[config.mk]
export PLATFORM = sky130hd
export DESIGN_NAME = step_sequence_text_parser
export DESIGN_NICKNAME = d
export VERILOG_FILES = /design/src/rtl/ssp_pkg.sv /design/src/rtl/ssp_number.sv /design/src/rtl/ssp_parser.sv /design/src/rtl/step_sequence_text_parser.sv
export VERILOG_INCLUDE_DIRS = /design/src /design/src/rtl
export SDC_FILE = /design/constraint.sdc
export NUM_CORES = 1
export LEC_CHECK = 0
export ABC_AREA = 1
export BUFFER_PORTS_ARGS = -buffer_cell sky130_fd_sc_hd__buf_2
export CORE_UTILIZATION = 60
export CTS_BUF_LIST = sky130_fd_sc_hd__clkbuf_4
export CTS_CLUSTER_SIZE = 25
export DETAILED_ROUTE_END_ITERATION = 12
export GPL_TIMING_DRIVEN = 0
export HOLD_SLACK_MARGIN = 0.15
export PLACE_DENSITY = 0.81
export SYNTH_ARGS = -nofsm -noshare
export SYNTH_HDL_FRONTEND = slang
export SYNTH_SLANG_ARGS = --single-unit
[constraint.sdc]
create_clock -name clk -period 7.7 [get_ports clk]
set_input_delay 1.54 -clock clk [delete_from_list [all_inputs] [get_ports clk]]
set_output_delay 1.54 -clock clk [all_outputs]
set_load 0.005 [all_outputs]
[src/rtl/step_sequence_text_parser_defines.svh]
// Assertion macros shared by the step sequence text parser.
`ifndef STEP_SEQUENCE_TEXT_PARSER_DEFINES_SVH
`define STEP_SEQUENCE_TEXT_PARSER_DEFINES_SVH

// Check that a condition implies another in the same cycle.
`define SSP_ASSERT_NOW(lbl, cond, expr) \
  lbl: assert property (@(posedge clk) disable iff (rst) (cond) |-> (expr)) \
    else $error("ssp check failed");

// Check that a condition implies another in the following cycle.
`define SSP_ASSERT_NEXT(lbl, cond, expr) \
  lbl: assert property (@(posedge clk) disable iff (rst) (cond) |=> (expr)) \
    else $error("ssp check failed");

`endif

[src/rtl/ssp_pkg.sv]
package ssp_pkg;

  localparam int DEF_OUTPUT_SLOTS = 16;

  // Characters of interest
  localparam logic [7:0] CHAR_OPEN  = 8'h5B;
  localparam logic [7:0] CHAR_CLOSE = 8'h5D;
  localparam logic [7:0] CHAR_ZERO  = 8'h30;
  localparam logic [7:0] CHAR_NINE  = 8'h39;
  localparam logic [7:0] CHAR_PLUS  = 8'h2B;
  localparam logic [7:0] CHAR_MINUS = 8'h2D;
  localparam logic [7:0] CHAR_SPACE = 8'h20;
  localparam logic [7:0] CHAR_TAB   = 8'h09;
  localparam logic [7:0] CHAR_CR    = 8'h0D;

  localparam logic [31:0] MAG_CAP = 32'h8000_0000;
  localparam logic [31:0] POS_MAX = 32'h7FFF_FFFF;

  // Result kinds
  localparam logic [1:0] KIND_CHANNEL = 2'd0;
  localparam logic [1:0] KIND_TIMING  = 2'd1;
  localparam logic [1:0] KIND_ERROR   = 2'd2;
  localparam logic [1:0] KIND_END     = 2'd3;

  typedef enum logic [3:0] {
    PH_WAIT_OUTER = 4'd0,
    PH_BETWEEN    = 4'd1,
    PH_OPENER     = 4'd2,
    PH_OUT_FRESH  = 4'd3,
    PH_OUT_NUM    = 4'd4,
    PH_SKIP_SEP   = 4'd5,
    PH_OFFSET     = 4'd6,
    PH_DURATION   = 4'd7,
    PH_REPS       = 4'd8,
    PH_ERROR      = 4'd9
  } phase_t;

  typedef enum logic [1:0] {
    NUM_MORE = 2'd0,
    NUM_DONE = 2'd1,
    NUM_BAD  = 2'd2
  } num_status_t;

  // Number being read
  typedef struct packed {
    logic [31:0] acc;
    logic        neg;
    logic        digit_seen;
    logic        sign_seen;
  } num_t;

  typedef struct packed {
    logic [7:0] text_char;
    logic       end_of_text;
  } in_item_t;

  typedef struct packed {
    logic [1:0]         result_kind;
    logic [7:0]         channel;
    logic [3:0]         channel_slot;
    logic signed [31:0] step_offset;
    logic signed [31:0] step_duration;
    logic signed [31:0] step_repetitions;
    logic [4:0]         channel_count;
  } out_item_t;

endpackage

[src/rtl/ssp_number.sv]
module ssp_number (
  input  logic [7:0]           text_char,
  input  ssp_pkg::num_t        num,
  output ssp_pkg::num_t        num_fed,
  output ssp_pkg::num_status_t status,
  output logic [31:0]          value
);
  import ssp_pkg::*;

  logic        is_digit;
  logic        is_space;
  logic        is_sign;
  logic [35:0] acc_wide;
  logic [35:0] acc_ten;

  assign is_digit = (text_char >= CHAR_ZERO) && (text_char <= CHAR_NINE);
  assign is_space = (text_char == CHAR_SPACE) ||
                    ((text_char >= CHAR_TAB) && (text_char <= CHAR_CR));
  assign is_sign  = (text_char == CHAR_PLUS) || (text_char == CHAR_MINUS);

  // Multiply by ten as two shifts and add the digit
  assign acc_wide = {4'b0, num.acc};
  assign acc_ten  = (acc_wide << 3) + (acc_wide << 1) +
                    {32'b0, 4'(text_char - CHAR_ZERO)};

  // Saturated two's complement value of the number read so far
  always_comb begin
    if (num.neg) begin
      value = 32'd0 - num.acc;
    end else if (num.acc[31]) begin
      value = POS_MAX;
    end else begin
      value = num.acc;
    end
  end

  // Feed one character into the number
  always_comb begin
    num_fed = num;
    status  = NUM_BAD;
    if (is_digit) begin
      num_fed.acc        = (acc_ten > {4'b0, MAG_CAP}) ? MAG_CAP : acc_ten[31:0];
      num_fed.digit_seen = 1'b1;
      status             = NUM_MORE;
    end else if (num.digit_seen) begin
      status = NUM_DONE;
    end else if (!num.sign_seen && is_space) begin
      status = NUM_MORE;
    end else if (!num.sign_seen && is_sign) begin
      num_fed.sign_seen = 1'b1;
      num_fed.neg       = (text_char == CHAR_MINUS);
      status            = NUM_MORE;
    end
  end

endmodule

[src/rtl/ssp_parser.sv]
module ssp_parser #(
  parameter int OUTPUT_SLOTS = ssp_pkg::DEF_OUTPUT_SLOTS
) (
  input  logic                clk,
  input  logic                rst,
  input  logic                fire,
  input  ssp_pkg::in_item_t   item,
  output logic                res_valid,
  output ssp_pkg::out_item_t  res
);
  import ssp_pkg::*;

  localparam int KW = $clog2(OUTPUT_SLOTS + 1);

  phase_t      phase, phase_next;
  num_t        num, num_next, num_fed;
  num_status_t status;
  logic [31:0] value;
  logic [KW-1:0] kept, kept_next;
  logic [31:0] held_offset, held_offset_next;
  logic [31:0] held_duration, held_duration_next;
  logic [KW+4:0] kept_ext;
  logic        err;

  ssp_number u_number (
    .text_char (item.text_char),
    .num       (num),
    .num_fed   (num_fed),
    .status    (status),
    .value     (value)
  );

  assign kept_ext = {5'b0, kept};

  // Hold parse state
  always_ff @(posedge clk) begin
    if (rst) begin
      phase         <= PH_WAIT_OUTER;
      num           <= '0;
      kept          <= '0;
      held_offset   <= '0;
      held_duration <= '0;
    end else if (fire) begin
      phase         <= phase_next;
      num           <= num_next;
      kept          <= kept_next;
      held_offset   <= held_offset_next;
      held_duration <= held_duration_next;
    end
  end

  // Advance the phase and build the result for one character
  always_comb begin
    phase_next         = phase;
    num_next           = num;
    kept_next          = kept;
    held_offset_next   = held_offset;
    held_duration_next = held_duration;
    res_valid          = 1'b0;
    res                = '0;
    err                = 1'b0;
    if (item.end_of_text) begin
      phase_next = PH_WAIT_OUTER;
      num_next   = '0;
      if (phase == PH_WAIT_OUTER || phase == PH_BETWEEN) begin
        res_valid       = 1'b1;
        res.result_kind = KIND_END;
      end else if (phase != PH_ERROR) begin
        res_valid       = 1'b1;
        res.result_kind = KIND_ERROR;
      end
    end else begin
      case (phase)
        PH_WAIT_OUTER: begin
          if (item.text_char == CHAR_OPEN) phase_next = PH_BETWEEN;
        end
        PH_BETWEEN: begin
          if (item.text_char == CHAR_OPEN) phase_next = PH_OPENER;
        end
        PH_OPENER: begin
          kept_next  = '0;
          num_next   = '0;
          phase_next = PH_OUT_FRESH;
        end
        PH_OUT_FRESH, PH_OUT_NUM: begin
          if (phase == PH_OUT_FRESH && item.text_char == CHAR_CLOSE) begin
            phase_next = PH_SKIP_SEP;
          end else begin
            phase_next = PH_OUT_NUM;
            case (status)
              NUM_MORE: num_next = num_fed;
              NUM_DONE: begin
                num_next   = '0;
                phase_next = (item.text_char == CHAR_CLOSE) ? PH_SKIP_SEP : PH_OUT_FRESH;
                // Drop channels beyond the slot count
                if (kept < KW'(OUTPUT_SLOTS)) begin
                  res_valid        = 1'b1;
                  res.result_kind  = KIND_CHANNEL;
                  res.channel      = value[7:0];
                  res.channel_slot = kept_ext[3:0];
                  kept_next        = kept + KW'(1);
                end
              end
              default: err = 1'b1;
            endcase
          end
        end
        PH_SKIP_SEP: begin
          num_next   = '0;
          phase_next = PH_OFFSET;
        end
        PH_OFFSET, PH_DURATION, PH_REPS: begin
          case (status)
            NUM_MORE: num_next = num_fed;
            NUM_DONE: begin
              num_next = '0;
              if (phase == PH_OFFSET) begin
                held_offset_next = value;
                phase_next       = PH_DURATION;
              end else if (phase == PH_DURATION) begin
                held_duration_next = value;
                phase_next         = PH_REPS;
              end else begin
                phase_next           = PH_BETWEEN;
                res_valid            = 1'b1;
                res.result_kind      = KIND_TIMING;
                res.step_offset      = held_offset;
                res.step_duration    = held_duration;
                res.step_repetitions = value;
                res.channel_count    = kept_ext[4:0];
              end
            end
            default: err = 1'b1;
          endcase
        end
        default: phase_next = PH_ERROR;
      endcase
      // Empty number: report and ignore the rest of the text
      if (err) begin
        num_next        = '0;
        phase_next      = PH_ERROR;
        res_valid       = 1'b1;
        res.result_kind = KIND_ERROR;
      end
    end
  end

endmodule

[src/rtl/step_sequence_text_parser.sv]
// Channel | Handshake            | Payload
// in      | in_valid / in_ready  | in_data   (text_char, end_of_text)
// out     | out_valid / out_ready| out_data  (kind, channel, slot, timing, count)
//
// One character is taken every cycle while in_ready is high; each gives at most one result.
// A character passes through an input register, then the phase and number
// update into the result register, with a multiply-by-ten add as the longest path.
// Synchronous reset returns the parser to waiting for the outer list.
// A stalled result holds one further character in the input register,
// after which in_ready drops until the result is taken.
`include "step_sequence_text_parser_defines.svh"

module step_sequence_text_parser #(
  parameter int OUTPUT_SLOTS = ssp_pkg::DEF_OUTPUT_SLOTS
) (
  input  logic               clk,
  input  logic               rst,
  input  logic               in_valid,
  output logic               in_ready,
  input  ssp_pkg::in_item_t  in_data,
  output logic               out_valid,
  input  logic               out_ready,
  output ssp_pkg::out_item_t out_data
);
  import ssp_pkg::*;

  logic      in_full;
  in_item_t  in_q;
  logic      adv;
  logic      res_valid;
  out_item_t res;

  assign adv      = in_full && (!out_valid || out_ready);
  assign in_ready = !in_full || adv;

  // Hold the incoming request
  always_ff @(posedge clk) begin
    if (rst) begin
      in_full <= 1'b0;
    end else if (in_ready) begin
      in_full <= in_valid;
    end
    if (in_valid && in_ready) begin
      in_q <= in_data;
    end
  end

  ssp_parser #(
    .OUTPUT_SLOTS (OUTPUT_SLOTS)
  ) u_parser (
    .clk       (clk),
    .rst       (rst),
    .fire      (adv),
    .item      (in_q),
    .res_valid (res_valid),
    .res       (res)
  );

  // Load the result register
  always_ff @(posedge clk) begin
    if (rst) begin
      out_valid <= 1'b0;
    end else if (!out_valid || out_ready) begin
      out_valid <= adv && res_valid;
    end
    if (adv && res_valid) begin
      out_data <= res;
    end
  end

  `SSP_ASSERT_NOW(a_chan_no_timing, out_valid && out_data.result_kind == KIND_CHANNEL, out_data.step_offset == 0 && out_data.channel_count == 0)
  `SSP_ASSERT_NOW(a_full_blocks, in_full && out_valid && !out_ready, !in_ready)
  `SSP_ASSERT_NEXT(a_eot_result, adv && in_q.end_of_text, !out_valid || out_data.result_kind == KIND_END || out_data.result_kind == KIND_ERROR)

endmodule
==> impl_metrics.json <==
{
  "largest_family_of_logic_cells_by_synthesized_area": "simple AND/OR/NAND/NOR gates",
  "switching_power_uw": 601,
  "ys_types": 43,
  "hold_path.class": "reg2reg",
  "std_cell_rows": 54,
  "post-place-cells": 2159,
  "status": "finished, final reports clean",
  "num-fill-cells": 1793,
  "setup-tns-final_ns": 0,
  "design.final.nets": 2018,
  "yosysWarningCount": 0,
  "power_uw": 2480,
  "worst_path_max_delay_cell": "sky130_fd_sc_hd__fa_1",
  "crit_chain": "inv_1 > fa_1 > inv_1 > ha_1 > nand2_1 > a21oi_2 > nand3_1 > nand3_1 > nand2_1 > nand3_1 > nand2_1 > nor2_1 > nand2_1 > nor2_1 > nand2_2 > nand2_4 > buf_12 > nand3_2 > a21oi_2",
  "post_cts_buffers": 0,
  "max-cap-violations": 0,
  "switching_share_pct": 24.2,
  "post_synth_and_or_nand_nor_area_fraction_pct": 25.5,
  "synth_top_area_share_pct": 27.8,
  "fp.dieW_um": 151,
  "synth.net_count": 1830,
  "cellPowerDensity_nw_per_um2": 164,
  "clock_network_power_share_pct": 41.6,
  "drt-wirelength-per-cell_um": 15.9,
  "initial_util_pct": 61.3,
  "synthMostInstantiatedCell": "sky130_fd_sc_hd__nand2_1",
  "tritoncts": "built",
  "place.detailed.hpwl_mm": 27.5,
  "clock_latency_ns": 0.70,
  "synthCells": 1749,
  "worst_ir_drop_vdd_v": 0.0000939,
  "async_flop_share_pct": 0,
  "gp_routability_congestion": 0.970,
  "vias": 12239,
  "worst_slew_margin_rel_pct": 31.2,
  "detail_route.drc_violations": 0,
  "grt_start_max_net_pins": 68,
  "clock_root_buffer": "sky130_fd_sc_hd__clkbuf_4",
  "timing.final.setup_violations": 0,
  "r2r.worst_path.cells": 19,
  "placedInstanceArea_um2": 14400,
  "synth_compound_area_share_pct": 12.1,
  "drt_pre_antenna_iters": 6,
  "via_per_inst": 5.40,
  "post_synth_mux_area_share_pct": 0,
  "finClkSkew_ns": 0.0710,
  "post_route_cells_drive_above_1_share_pct": 16.8,
  "post_layout_nonfiller_instances": 2265,
  "grt_first_pass_wirelength_mm": 56.4,
  "cp.required_ns": 8.26,
  "number_of_buffers_created_by_cts": 56,
  "worstSetupPathType": "reg2reg",
  "crit_path_max_incr_delay_ns": 0.58,
  "worst_ep_arrival_time_ns": 4.07,
  "die_h_um": 151,
  "synth_top_area_cell": "sky130_fd_sc_hd__edfxtp_1",
  "areaGrowthSynthToFinish_pct": 13.2,
  "detailedRoute.firstIterationViolations": 968,
  "p_int_uw": 1880,
  "fin_crit_sh_pct": 45.5,
  "critPathCaptureType": "register",
  "clock_path_buffers": 3,
  "synth_fa_ha_area_share_pct": 6.47,
  "drtAntennaViolNets": 0,
  "io_pins": 130,
  "cts.reportedPaths.clkPinSlew_ns": 0.07,
  "tritoncts_sinks": 234,
  "global_route_congestion_overflow_total": 0,
  "syn_area_um2": 13400,
  "power.share.combinational_pct": 4.3,
  "grt.total_usage_pct": 31.8,
  "grt_pass1_vias": 11259,
  "post_synthesis_sequential_element_count": 234,
  "syn_area_per_cell_um2": 7.65,
  "cts_hold_repair.buffers": 0,
  "rsz0062_at_grt": "no",
  "post_synth_main_area_contributors": "sky130_fd_sc_hd__edfxtp_1 28%, sky130_fd_sc_hd__dfxtp_1 16%, sky130_fd_sc_hd__nand2_1 10%",
  "finalHoldViolCount": 0,
  "cts_resized": 0,
  "leakage_uw": 0.00692,
  "worstSetupStartpointType": "register",
  "synth-xor-area-share_pct": 0.720,
  "most_common_library_cells_after_synthesis": "364 x sky130_fd_sc_hd__nand2_1, 303 x sky130_fd_sc_hd__inv_1, 239 x sky130_fd_sc_hd__nor2_1, 124 x sky130_fd_sc_hd__edfxtp_1, 119 x sky130_fd_sc_hd__a21oi_1",
  "synth-edff-count": 124,
  "htree_num_levels": 2,
  "synth-seq-area-share_pct": 44.3,
  "final_cell_area_um2": 15200,
  "initial_antenna_violation_count": 1,
  "max_slew.worst_pin.slew_ns": 1.02,
  "timing.final.crit_period_ns": 3.50,
  "critical-path-top-cell-by-count": "sky130_fd_sc_hd__nand2_1",
  "detail_route.wirelength_mm": 36.1,
  "core_area_um2": 21800,
  "share_seq_of_total_power_pct": 54.1,
  "fin_util_pct": 69.4,
  "place.port_buffers": 129,
  "dominantRegCellSynth": "sky130_fd_sc_hd__edfxtp_1",
  "max_freq_mhz": 286,
  "die_area_um2": 22900,
  "timing.hold.worst_path_depth": 2,
  "finalMaxSlewViolations": 0,
  "worstPathMaxFanout": 10
}
[per-stage QoR]
stage | worst slack, ns | hold WS [ns]
after detailed placement | 4.11 | 0.477
after CTS | 4.22 | 0.491
after floorplan | 3.14 | 0.455
after global routing | 3.96 | 0.503
final | 4.20 | 0.493
after global placement | 2.25 | 0.473
[cell usage in the layout (no fill, tap or decap), types with 3 or more instances in the layout]
cell type,n
sky130_fd_sc_hd__nor3_1,19
sky130_fd_sc_hd__nand2_1,364
sky130_fd_sc_hd__nor2_2,10
sky130_fd_sc_hd__a21oi_2,32
sky130_fd_sc_hd__o21a_1,6
sky130_fd_sc_hd__a21oi_1,119
sky130_fd_sc_hd__buf_6,3
sky130_fd_sc_hd__inv_2,11
sky130_fd_sc_hd__xor2_1,5
sky130_fd_sc_hd__o21ai_0,108
sky130_fd_sc_hd__buf_2,137
sky130_fd_sc_hd__clkinv_1,19
sky130_fd_sc_hd__nand3b_1,4
sky130_fd_sc_hd__nor2_1,239
sky130_fd_sc_hd__buf_12,3
sky130_fd_sc_hd__xnor2_1,6
sky130_fd_sc_hd__edfxtp_1,124
sky130_fd_sc_hd__clkinv_2,3
sky130_fd_sc_hd__nand2_2,9
sky130_fd_sc_hd__a31oi_1,3
sky130_fd_sc_hd__nand3_2,34
sky130_fd_sc_hd__nand3_1,69
sky130_fd_sc_hd__nand4_1,19
sky130_fd_sc_hd__ha_1,66
sky130_fd_sc_hd__clkbuf_4,79
sky130_fd_sc_hd__dfxtp_1,110
sky130_fd_sc_hd__inv_1,302
sky130_fd_sc_hd__clkbuf_1,37
sky130_fd_sc_hd__o211ai_1,9
[power groups by stage]
stage               logic, µW  registers, µW  clock network [µW]
global placement         99.9           1370                   0
global route              117           1340                1100
finish                    106           1340                1030
CTS                       105           1340                1030
detailed placement        104           1370                   0
floorplan                57.2           1370                   0
[state kept, by name, indices dropped and copies added (netlist names)]
register	count
out_data	115
in_q	9
out_valid	1
u_parser.kept	5
in_full	1
u_parser.held_duration	32
u_parser.phase	4
u_parser.num	35
u_parser.held_offset	32
[worst max-delay path, delay by kind of cell (launching register included)]
family	cells	cell delay (ns)
adder cells (fa/ha/maj)	2	0.87
AND/OR/NAND/NOR	12	1.34
buffers and inverters	3	0.37
AO/OA/AOI/OAI	2	0.34
flip-flops	1	0.44
[layout make-up]
class	instances	area, µm²	share of cell area, %
multi-input combinational	1147	6000	39.6
buffer	54	288	1.90
clock buffer	79	593	3.91
tap	280	350	2.31
antenna	1	2.50	0.0165
sequential	234	5930	39.1
clock inverter	26	144	0.950
inverter	314	1180	7.79
timing repair buffer	130	673	4.44
[metal layers]
| layer | part of all wire, % | wire length [µm] | global-route usage (%) | vias up |
|---|---|---|---|---|
| met5 | 0 | 0 | 0 | - |
| met4 | 3.0 | 1080 | 12.3 | 0 |
| met3 | 6.8 | 2460 | 3.95 | 83 |
| met2 | 46 | 16700 | 51.7 | 520 |
| met1 | 44 | 15800 | 43.2 | 5591 |
| li1 | - | - | - | 6045 |
[kinds of logic (layout without fill, tap and decap cells)]
| logic type | after synthesis | after routing |
|---|---|---|
| flops | 234 | 234 |
| simple gates | 781 | 781 |
| compound gates | 287 | 287 |
| buf+inv | 368 | 603 |
| fa+ha+maj | 68 | 68 |
| xor+xnor | 11 | 11 |
| other cells | 0 | 1 |
[worst paths after layout]
| kind | start | end | slack (ns) |
|---|---|---|---|
| worst max register to register | u_parser.num[3] | u_parser.num[28] | 4.20 |
| worst min-delay path | u_parser.held_duration[16] | out_data[53] | 0.49 |
| worst max-delay path | u_parser.num[3] | u_parser.num[28] | 4.20 |
| worst min register to register | u_parser.held_duration[16] | out_data[53] | 0.49 |
(Power assumes the default switching activity.)
